$ cat src/hw/rtl/tjt_pkg.sv
// ----------------------------------------------------------------------------
// tjt_pkg
// Types, codes and helper functions shared by the timeout job table.
// ----------------------------------------------------------------------------
package tjt_pkg;

    localparam logic [1:0] FUNC_SCHEDULE = 2'd0;
    localparam logic [1:0] FUNC_RUN      = 2'd1;
    localparam logic [1:0] FUNC_CLEAR    = 2'd2;

    localparam int          TICKS_W     = 20;
    localparam logic [19:0] TICKS_RESET = 20'd19200;
    localparam int          PADDR_W     = 3;
    localparam logic [2:0]  ADDR_TICKS  = 3'd0;
    localparam int          MASK_W      = 16;

    typedef logic [1:0]        func_t;
    typedef logic [31:0]       time_t;
    typedef logic [MASK_W-1:0] mask_t;

    typedef struct packed {
        time_t start;
        time_t deadline;
        logic  has_alt;
    } entry_t;

    // A slot expires once now has reached the deadline, unless the deadline
    // wrapped past zero and now has not yet wrapped with it.
    function automatic logic expired(time_t now, time_t start, time_t dl);
        logic res;
        if (now < dl) begin
            res = 1'b0;
        end else if (start <= dl) begin
            res = 1'b1;
        end else begin
            res = (now < start);
        end
        return res;
    endfunction

endpackage

$ cat src/hw/rtl/timeout_job_table_top.sv
// ----------------------------------------------------------------------------
// timeout_job_table_top
// A table of one-shot timeout slots kept in a synchronous memory.
//
// Items arrive on the s_ channel (valid/ready) and each one gives exactly one
// result on the m_ channel. A schedule item takes the lowest free slot and
// stores its start time, deadline and early-exit flag; it passes through the
// registered deadline multiply and then the memory write. A run item reads
// the slot memory one entry per cycle through its single read port. A clear
// item or an unused code goes straight to the done state. One item is worked
// on at a time; s_ready is high whenever the engine is idle.
// Results wait in an output register, so a new item may be accepted while
// the previous result is still stalled by the receiver; the engine then
// holds its finished result until the output register frees.
// Reset clears all valid bits, the control state and the output register,
// and sets ticks_per_ms to 19200. No clearing pass over the memory is
// needed. ticks_per_ms is written through the APB port at address 0.
// ----------------------------------------------------------------------------
module timeout_job_table_top #(
    parameter int SLOTS = 16
) (
    input  logic                      aclk,
    input  logic                      aresetn,
    input  logic                      s_valid,
    output logic                      s_ready,
    input  tjt_pkg::func_t            s_func,
    input  tjt_pkg::time_t            s_now,
    input  logic [31:0]               s_delay_ms,
    input  logic                      s_has_alternative,
    input  tjt_pkg::mask_t            s_alt_flags,
    output logic                      m_valid,
    input  logic                      m_ready,
    output logic                      m_granted,
    output logic [3:0]                m_slot,
    output tjt_pkg::mask_t            m_fired_mask,
    output tjt_pkg::mask_t            m_alt_mask,
    input  logic                      psel,
    input  logic                      penable,
    input  logic                      pwrite,
    input  logic [tjt_pkg::PADDR_W-1:0] paddr,
    input  logic [31:0]               pwdata,
    output logic [31:0]               prdata,
    output logic                      pready
);
    import tjt_pkg::*;

    localparam int IDX_W = (SLOTS > 1) ? $clog2(SLOTS) : 1;
    localparam int CNT_W = $clog2(SLOTS + 1);
    localparam logic [IDX_W-1:0] LAST_IDX = IDX_W'(SLOTS - 1);

    localparam logic [2:0] ST_IDLE  = 3'd0;
    localparam logic [2:0] ST_MUL   = 3'd1;
    localparam logic [2:0] ST_WRITE = 3'd2;
    localparam logic [2:0] ST_SCAN  = 3'd3;
    localparam logic [2:0] ST_DONE  = 3'd4;

    logic [2:0]         state_reg, state_next;
    logic [SLOTS-1:0]   valid_reg, valid_next;
    logic [TICKS_W-1:0] ticks_reg;

    func_t              func_reg;
    time_t              now_reg;
    logic [31:0]        delay_reg;
    logic               has_alt_reg;
    mask_t              alt_flags_reg;
    time_t              prod_reg, prod_next;
    logic [51:0]        prod_full;

    logic               granted_reg, granted_next;
    logic [3:0]         slot_reg, slot_next;
    mask_t              fired_reg, fired_next;
    mask_t              altm_reg, altm_next;

    logic [CNT_W-1:0]   rd_cnt_reg, rd_cnt_next;
    logic               eval_vld_reg, eval_vld_next;
    logic [IDX_W-1:0]   eval_idx_reg, eval_idx_next;

    entry_t             mem [SLOTS];
    entry_t             rd_data_reg;
    entry_t             wr_data;
    logic               rd_en, wr_en;
    logic [IDX_W-1:0]   rd_addr;

    logic               free_found;
    logic [IDX_W-1:0]   free_idx;
    mask_t              eval_bit;
    logic               in_acc, out_free, cfg_wr;

    logic               m_valid_reg;
    logic               m_granted_reg;
    logic [3:0]         m_slot_reg;
    mask_t              m_fired_reg, m_alt_reg;

    assign in_acc   = s_valid && s_ready;
    assign out_free = !m_valid_reg || m_ready;
    assign s_ready  = (state_reg == ST_IDLE);
    assign cfg_wr   = psel && penable && pwrite && pready;
    assign pready   = 1'b1;
    assign prdata   = (paddr == ADDR_TICKS) ? 32'(ticks_reg) : 32'd0;

    assign prod_full = 52'(delay_reg) * 52'(ticks_reg);
    assign wr_data   = '{start: now_reg, deadline: now_reg + prod_reg,
                         has_alt: has_alt_reg};

    always_comb begin
        free_found = 1'b0;
        free_idx   = '0;
        for (int i = SLOTS - 1; i >= 0; i--) begin
            if (!valid_reg[i]) begin
                free_found = 1'b1;
                free_idx   = IDX_W'(i);
            end
        end
    end

    always_comb begin
        for (int j = 0; j < MASK_W; j++) begin
            eval_bit[j] = (32'(eval_idx_reg) == 32'(j));
        end
    end

    always_comb begin
        state_next    = state_reg;
        valid_next    = valid_reg;
        prod_next     = prod_reg;
        granted_next  = granted_reg;
        slot_next     = slot_reg;
        fired_next    = fired_reg;
        altm_next     = altm_reg;
        rd_cnt_next   = rd_cnt_reg;
        eval_vld_next = 1'b0;
        eval_idx_next = eval_idx_reg;
        rd_en         = 1'b0;
        rd_addr       = rd_cnt_reg[IDX_W-1:0];
        wr_en         = 1'b0;
        unique case (state_reg)
            ST_IDLE: begin
                if (in_acc) begin
                    granted_next = 1'b0;
                    slot_next    = '0;
                    fired_next   = '0;
                    altm_next    = '0;
                    rd_cnt_next  = '0;
                    unique case (s_func)
                        FUNC_SCHEDULE: state_next = ST_MUL;
                        FUNC_RUN:      state_next = ST_SCAN;
                        FUNC_CLEAR: begin
                            valid_next = '0;
                            state_next = ST_DONE;
                        end
                        default:       state_next = ST_DONE;
                    endcase
                end
            end
            ST_MUL: begin
                prod_next  = prod_full[31:0];
                state_next = ST_WRITE;
            end
            ST_WRITE: begin
                if (free_found) begin
                    wr_en                = 1'b1;
                    valid_next[free_idx] = 1'b1;
                    granted_next         = 1'b1;
                    slot_next            = 4'(free_idx);
                end
                state_next = ST_DONE;
            end
            ST_SCAN: begin
                if (rd_cnt_reg < CNT_W'(SLOTS)) begin
                    rd_en         = 1'b1;
                    eval_vld_next = 1'b1;
                    eval_idx_next = rd_cnt_reg[IDX_W-1:0];
                    rd_cnt_next   = rd_cnt_reg + CNT_W'(1);
                end
                if (eval_vld_reg) begin
                    if (valid_reg[eval_idx_reg]) begin
                        if (expired(now_reg, rd_data_reg.start, rd_data_reg.deadline)) begin
                            valid_next[eval_idx_reg] = 1'b0;
                            fired_next = fired_reg | eval_bit;
                        end else if (rd_data_reg.has_alt && |(alt_flags_reg & eval_bit)) begin
                            valid_next[eval_idx_reg] = 1'b0;
                            altm_next = altm_reg | eval_bit;
                        end
                    end
                    if (eval_idx_reg == LAST_IDX) begin
                        state_next = ST_DONE;
                    end
                end
            end
            ST_DONE: begin
                if (out_free) begin
                    state_next = ST_IDLE;
                end
            end
            default: state_next = ST_IDLE;
        endcase
    end

    always_ff @(posedge aclk) begin
        if (!aresetn) begin
            state_reg    <= ST_IDLE;
            valid_reg    <= '0;
            ticks_reg    <= TICKS_RESET;
            eval_vld_reg <= 1'b0;
            m_valid_reg  <= 1'b0;
        end else begin
            state_reg    <= state_next;
            valid_reg    <= valid_next;
            eval_vld_reg <= eval_vld_next;
            if (cfg_wr && paddr == ADDR_TICKS) begin
                ticks_reg <= pwdata[TICKS_W-1:0];
            end
            if (state_reg == ST_DONE && out_free) begin
                m_valid_reg <= 1'b1;
            end else if (m_ready) begin
                m_valid_reg <= 1'b0;
            end
        end
    end

    always_ff @(posedge aclk) begin
        if (in_acc) begin
            func_reg      <= s_func;
            now_reg       <= s_now;
            delay_reg     <= s_delay_ms;
            has_alt_reg   <= s_has_alternative;
            alt_flags_reg <= s_alt_flags;
        end
        prod_reg     <= prod_next;
        granted_reg  <= granted_next;
        slot_reg     <= slot_next;
        fired_reg    <= fired_next;
        altm_reg     <= altm_next;
        rd_cnt_reg   <= rd_cnt_next;
        eval_idx_reg <= eval_idx_next;
        if (state_reg == ST_DONE && out_free) begin
            m_granted_reg <= granted_reg;
            m_slot_reg    <= slot_reg;
            m_fired_reg   <= fired_reg;
            m_alt_reg     <= altm_reg;
        end
    end

    always_ff @(posedge aclk) begin
        if (wr_en) begin
            mem[free_idx] <= wr_data;
        end
    end

    always_ff @(posedge aclk) begin
        if (rd_en) begin
            rd_data_reg <= mem[rd_addr];
        end
    end

    assign m_valid      = m_valid_reg;
    assign m_granted    = m_granted_reg;
    assign m_slot       = m_slot_reg;
    assign m_fired_mask = m_fired_reg;
    assign m_alt_mask   = m_alt_reg;

    a_masks_disjoint: assert property (@(posedge aclk) disable iff (!aresetn)
        m_valid |-> (m_fired_mask & m_alt_mask) == '0)
        else $error("A slot is reported both fired and freed early.");

    a_slot_zero_unless_granted: assert property (@(posedge aclk) disable iff (!aresetn)
        (m_valid && !m_granted) |-> m_slot == 4'd0)
        else $error("A slot index is reported without a grant.");

    a_clear_empties: assert property (@(posedge aclk) disable iff (!aresetn)
        (in_acc && s_func == FUNC_CLEAR) |=> valid_reg == '0)
        else $error("A clear item left slots in use.");

    a_grant_takes_slot: assert property (@(posedge aclk) disable iff (!aresetn)
        (state_reg == ST_WRITE && free_found) |=>
            $countones(valid_reg) == $past($countones(valid_reg)) + 1)
        else $error("A granted schedule did not occupy exactly one slot.");

    a_scan_only_frees: assert property (@(posedge aclk) disable iff (!aresetn)
        (state_reg == ST_SCAN) |=> (valid_reg & ~$past(valid_reg)) == '0)
        else $error("A run check marked a slot as in use.");

    a_func_held: assert property (@(posedge aclk) disable iff (!aresetn)
        (state_reg == ST_SCAN) |-> func_reg == FUNC_RUN)
        else $error("The scan runs for an item that is not a run check.");

endmodule

$ cat config.mk
export PLATFORM = sky130hd
export DESIGN_NAME = timeout_job_table_top
export DESIGN_NICKNAME = d
export VERILOG_FILES = /design/src/hw/rtl/tjt_pkg.sv /design/src/hw/rtl/timeout_job_table_top.sv
export SDC_FILE = /design/constraint.sdc
export NUM_CORES = 2
export LEC_CHECK = 0
export ABC_AREA = 1
export ABC_CLOCK_PERIOD_IN_PS = 17200
export BUFFER_PORTS_ARGS = -buffer_cell sky130_fd_sc_hd__buf_2
export CORE_MARGIN = 5
export CORE_UTILIZATION = 65
export CTS_BUF_LIST = sky130_fd_sc_hd__clkbuf_8
export CTS_CLUSTER_SIZE = 16
export DETAILED_ROUTE_END_ITERATION = 8
export PLACE_DENSITY = 0.83
export SLEW_MARGIN = 20
export SYNTH_ARGS = -nofsm -noshare
export SYNTH_HDL_FRONTEND = slang
export SYNTH_SLANG_ARGS = --single-unit
$ cat constraint.sdc
create_clock -name aclk -period 17.2 [get_ports aclk]
set_clock_uncertainty 0.1 [all_clocks]
set_input_delay 1.72 -clock aclk [delete_from_list [all_inputs] [get_ports aclk]]
set_output_delay 1.72 -clock aclk [all_outputs]
set_load 0.005 [all_outputs]
# Yosys cells after proc, flatten, opt, wreduce, memory -nomap -nowiden
# Memories as Yosys holds them, arrays and structs flattened. A register that Yosys moved wholly into a read port is not among the register bits.
# Index checks and enable logic that the tools add are counted.
[word_totals] register_bits=237 n_memories=1 input_bits=125 ram_bits=1040 out_inout_bits=72 word_cells=182
[mem_list] name="mem" depth=16 width=65 read_ports=1 rd_clocked_by_memory_dff=1 write_ports=1 line_no="timeout_job_table_top.sv:78" rtl="entry_t mem [SLOTS];"
[classes] n_addsub=2 bitwise_logic=6 n_eq_ne=33 order_cmp=8 multipliers=1 reduce_logical=26 n_mux=85
[op_table] cell="16-bit two-way mux" count=15
[op_table] cell="4-bit two-way mux" count=18
[op_table] cell="32-bit less-than comparator" count=2
[op_table] cell="16-bit case mux with 2 select lines" count=2
[op_table] cell="16-bit OR" count=3
[op_table] cell="16-bit case mux with 3 select lines" count=1
[op_table] cell="1-bit two-way mux" count=34
[op_table] cell="32-bit adder" count=1
[op_table] cell="16-bit bitwise AND" count=2
[op_table] cell="4-bit == test, second input constant" count=8
[op_table] cell="32-bit less-or-equal comparator" count=1
[op_table] cell="32-bit by 20-bit multiplier with 32-bit output" count=1
[op_table] cell="20-bit two-way mux" count=1
[op_table] cell="2-bit inequality test, second input constant" count=9
[op_table] cell="4-bit by 3-bit == test with 1-bit output, second input constant" count=4
[op_table] cell="16-bit inverter" count=1
[op_table] cell="16-bit OR reduction" count=1
[op_table] cell="3-bit case mux with 5 select lines" count=1
[op_table] cell="3-bit two-way mux" count=4
[op_table] cell="4-bit by 5-bit less-than comparator with 1-bit output, second input constant" count=2
[op_table] cell="5-bit two-way mux" count=2
[op_table] cell="5-bit case mux with 2 select lines" count=1
[op_table] cell="1-bit demux with 4-bit select" count=2
[op_table] cell="4-bit by 2-bit == test with 1-bit output, second input constant" count=2
[op_table] cell="other kinds (29)" count=43

# Longest topological paths before layout
[depth] word_depth=23 mapped_depth=28 ltp_nobuf=26

# Worst setup path after synthesis
# No wires, ideal clock.
[synth_timing] path_kind="input-to-reg" from="input s_valid" to="register altm_reg[0], enable pin" arrival_time_ps=6402 setup_slack_ps=10303 t_required_ps=16706 stages=6 n_path_buf=0 setup_ps=394 path_cell_list="inv_1 -> nor2_1 -> nor2_1 -> nor2_1 -> nand2_1 -> a21oi_1"
[synth_via] elab_chain_len=3
[synth_rtl] element="from (decl)" line_no="timeout_job_table_top.sv:24" rtl="input logic s_valid,"
[synth_rtl] element="1-bit logical AND" line_no="timeout_job_table_top.sv:94" rtl="assign in_acc = s_valid && s_ready;"
[synth_rtl] element="named net in_acc" line_no="timeout_job_table_top.sv:87" rtl="logic in_acc, out_free, cfg_wr;"
[synth_rtl] element="2-bit by 1-bit inequality test with 1-bit output (no source line)"
[synth_rtl] element="6-bit AND reduction (no source line)"
[synth_rtl] element="to (signal assigned)" line_no="timeout_job_table_top.sv:233" rtl="altm_reg <= altm_next;"
[synth_rtl] element="to (decl)" line_no="timeout_job_table_top.sv:72" rtl="mask_t altm_reg, altm_next;"
# The timed path passes the listed nets, and every way through them passes these cells.
# A chain may end at the register's enable or synchronous reset.

# Worst setup path after layout
[layout_timing] from="register delay_reg[8]" to="register prod_reg[28] (data pin)"
[layout_via] elab_chain_len=1
[layout_rtl] element="from (decl)" line_no="timeout_job_table_top.sv:63" rtl="logic [31:0] delay_reg;"
[layout_rtl] element="from (signal assigned)" line_no="timeout_job_table_top.sv:225" rtl="delay_reg <= s_delay_ms;"
[layout_rtl] element="32-bit by 20-bit multiplier with 32-bit output" line_no="timeout_job_table_top.sv:101" rtl="assign prod_full = 52'(delay_reg) * 52'(ticks_reg);"
[layout_rtl] element="named net prod_full[28]" line_no="timeout_job_table_top.sv:67" rtl="logic [51:0] prod_full;"
[layout_rtl] element="to (signal assigned)" line_no="timeout_job_table_top.sv:229" rtl="prod_reg <= prod_next;"
[layout_rtl] element="to (decl)" line_no="timeout_job_table_top.sv:66" rtl="time_t prod_reg, prod_next;"
# The timed path passes the listed nets, and every way through them passes these cells.

==> flow_metrics.py <==
metrics = {
    "critical_path": {
        "cp-end-kind": "register",
        "crit_arrival_ns": 7.71,
        "cp_max_fo": 20,
        "cp-start-kind": "register",
        "critical_path_class": "register to register",
        "cpMaxStageDelayCell": "edfxtp_1",
        "crit_chain": "nand2_1 > fa_1 > inv_1 > fa_1 > fa_1 > fa_1 > fa_1 > fa_1 > inv_1 > fa_1 > inv_1 > ha_1 > nand2_1 > nor4_1 > nand4_1 > nand3_1 > a21o_1 > a21oi_1 > o21ai_0 > xor2_1",
        "cp-startpoint": "delay_reg[8]",
        "ff2ff_path_depth": 20,
        "rr_startpoint": "delay_reg[8]",
        "cpMostUsedCell": "fa_1",
        "required_ns": 17.73,
        "cpPeakStageDelay_ns": 1.01,
    },
    "clock_network": {
        "cts_setup_buffers": 0,
        "clkTransAtPathRegs_ns": 0.07,
        "cts_tree": "built",
        "numCtsBuffers": 198,
        "postCtsHoldBufs": 0,
        "cts_buffer_depth": 3,
        "cts-root-buf": "clkbuf_8",
        "clock-sinks": 1342,
        "htree_num_levels": 4,
        "clk_latency_ns": 0.93,
        "cts_resized": 0,
    },
    "die": {
        "coreArea_sq_um": 105000,
        "rows": 119,
        "die_h_um": 335,
        "die_width_um": 335,
        "initial_utilization": 0.653,
        "dieArea_sq_um": 112000,
        "pin_count": 197,
    },
    "synth": {
        "ys_types": 53,
        "synth-seq-area-share": 0.581,
        "synth-main-ff-cell": "edfxtp_1",
        "yosys_warnings": 0,
        "syn-cell-area_sq_um": 68700,
        "async_flop_share": 0,
        "synth_edf_count": 1301,
        "ys_seq_elements": 1342,
        "synth.avg_cell_area_sq_um": 11.5,
        "syn_inst": 5956,
    },
    "final_layout": {
        "largest_reg_flops": 1040,
        "final_cell_mix": "1301 x edfxtp_1, 885 x inv_1, 822 x nand2_1, 747 x nor2_1, 354 x fa_1",
        "nets": 6776,
        "layout-drive-gt1-share": 0.0899,
        "layout_commonest_cell": "edfxtp_1",
        "synthToLayoutAreaGrowth_pct": 8.83,
        "stdcell_count": 7646,
    },
    "hold_path": {
        "min_from": "slot_reg[1]",
        "min_path_type": "register to register",
        "holdPathStages": 0,
    },
    "placement": {
        "globalplace.congestion": 0.890,
        "hpwl_um": 102000,
        "portBuffers": 171,
        "place_inst": 7281,
        "post-place-ws_ns": 10.09,
    },
    "routing": {
        "routed_wl_um": 168000,
        "first_iter_violations": 5743,
        "drc": 0,
        "wl_per_cell_um": 21.9,
        "via_per_inst": 6.07,
        "via_count": 46400,
        "antenna_left": 0,
        "drt_first_pass_iters": 6,
    },
    "sta": {
        "finalCriticalPeriod_ns": 7.18,
        "final-setup-viol-count": 0,
        "finalMaxSlewViolations": 0,
        "rsz0062_at_grt": "no",
        "finalHoldViolCount": 0,
        "worst_slack_ns": 10.02,
        "worst_slew_pin_slew_ns": 1.15,
        "finalCritPeriodShare": 0.418,
        "fin_tns_setup_ns": 0,
        "max_freq_mhz": 139,
        "slew_headroom": 0.232,
    },
    "run": {
        "max_cap_viol_count": 0,
    },
    "run_status": {
        "status": "complete, no violations",
    },
    "global_route": {
        "grt_start_max_net_pins": 212,
        "antenna_found_initial": 1,
        "grt.total_usage": 0.296,
        "grt_pass1_vias": 47300,
        "grt_overflow": 0,
        "grt_pass1_wl_um": 258000,
    },
    "pwr": {
        "vdd_drop_max_mv": 0.176,
        "p_leak_nw": 30.1,
        "cellPowerDensity_nw_per_um2": 184,
    },
}
## path summary, 6_finish.rpt
check	slack [ns]	end
max	10.02	prod_reg[28]
min	0.32	m_slot[1]
max reg2reg	10.02	prod_reg[28]
min reg2reg	0.32	m_slot[1]
## cell type report
type | instances | area (sq um)
well taps | 1391 | 1740
fillers | 6797 | 30400
clock inverters | 156 | 1030
diodes | 5 | 12.5
inverters | 834 | 3140
flip-flops and latches | 1342 | 39900
multi-input cells | 3468 | 24600
repair buffers | 246 | 1460
clock buffers | 204 | 2810
## report_power, final
part	internal [W]	total, W	leakage, nW	switching (W)
clock network	0.00124	0.00249	2.19	0.00124
logic	0.00209	0.00619	15.8	0.00410
registers	0.00476	0.00510	12.1	0.000344
## worst max-delay path: cells and delay by family, from the launching register on
family | cells | cell delay, ns
DFF | 1 | 1.01
buffers and inverters | 3 | 0.15
and+or+nand+nor | 5 | 1.18
AOI/OAI and AO/OA | 3 | 0.46
xor gates and xnor gates | 1 | 0.08
adders and majority gates | 8 | 3.94
## cell usage after synthesis, types with 8 or more instances
library cell,instances,area share
nand4_1,27,0.0025
nand3_1,153,0.011
a21oi_1,186,0.014
buf_4,15,0.0016
o211ai_1,41,0.0045
nor2_1,766,0.042
clkbuf_1,274,0.015
nor3_1,30,0.0022
edfxtp_1,1301,0.57
nand2_1,822,0.045
dfxtp_1,41,0.012
fa_1,354,0.10
o21ai_0,334,0.024
xor2_1,48,0.0061
xnor2_1,45,0.0057
mux2i_1,102,0.015
ha_1,207,0.038
inv_1,827,0.045
o221ai_1,107,0.014
nor4_1,11,0.0010
o21a_1,8,0.00087
buf_1,12,0.00066
buf_2,21,0.0015
o32ai_1,158,0.020
## per-layer routing
layer  vias up  global-route usage  wire length (um)
met5         -                   0                 0
met4         0               0.115              6210
met3       518              0.0533             17300
met2      2723               0.499             83700
met1     22600               0.390             60500
li1      20600                   -                 -
## per-stage QoR
step           power (W)  cell area [sq um]   util  hold WS (ns)
3_5_place_dp      0.0112              70800  0.674         0.318
3_3_place_gp      0.0110              70800  0.673         0.306
5_1_grt           0.0148              74700  0.711         0.327
4_1_cts           0.0137              74600  0.710         0.315
6_report          0.0138              74700  0.711         0.318
2_1_floorplan    0.00941              68700      -         0.300
## kinds of logic (layout without fill, tap and decap cells)
| kind of cell | Yosys count | count (layout) | share of synthesized area |
|---|---|---|---|
| AO/OA/AOI/OAI | 872 | 872 | 0.0811 |
| AND/OR/NAND/NOR | 1827 | 1827 | 0.106 |
| buffers and inverters | 1157 | 1440 | 0.0646 |
| flip-flops | 1342 | 1342 | 0.581 |
| multiplexers | 102 | 102 | 0.0149 |
| XOR/XNOR | 93 | 93 | 0.0119 |
| other | 2 | 18 | 0.000109 |
| adder cells (fa/ha/maj) | 561 | 561 | 0.141 |
Power figures use the tool's default switching activity.
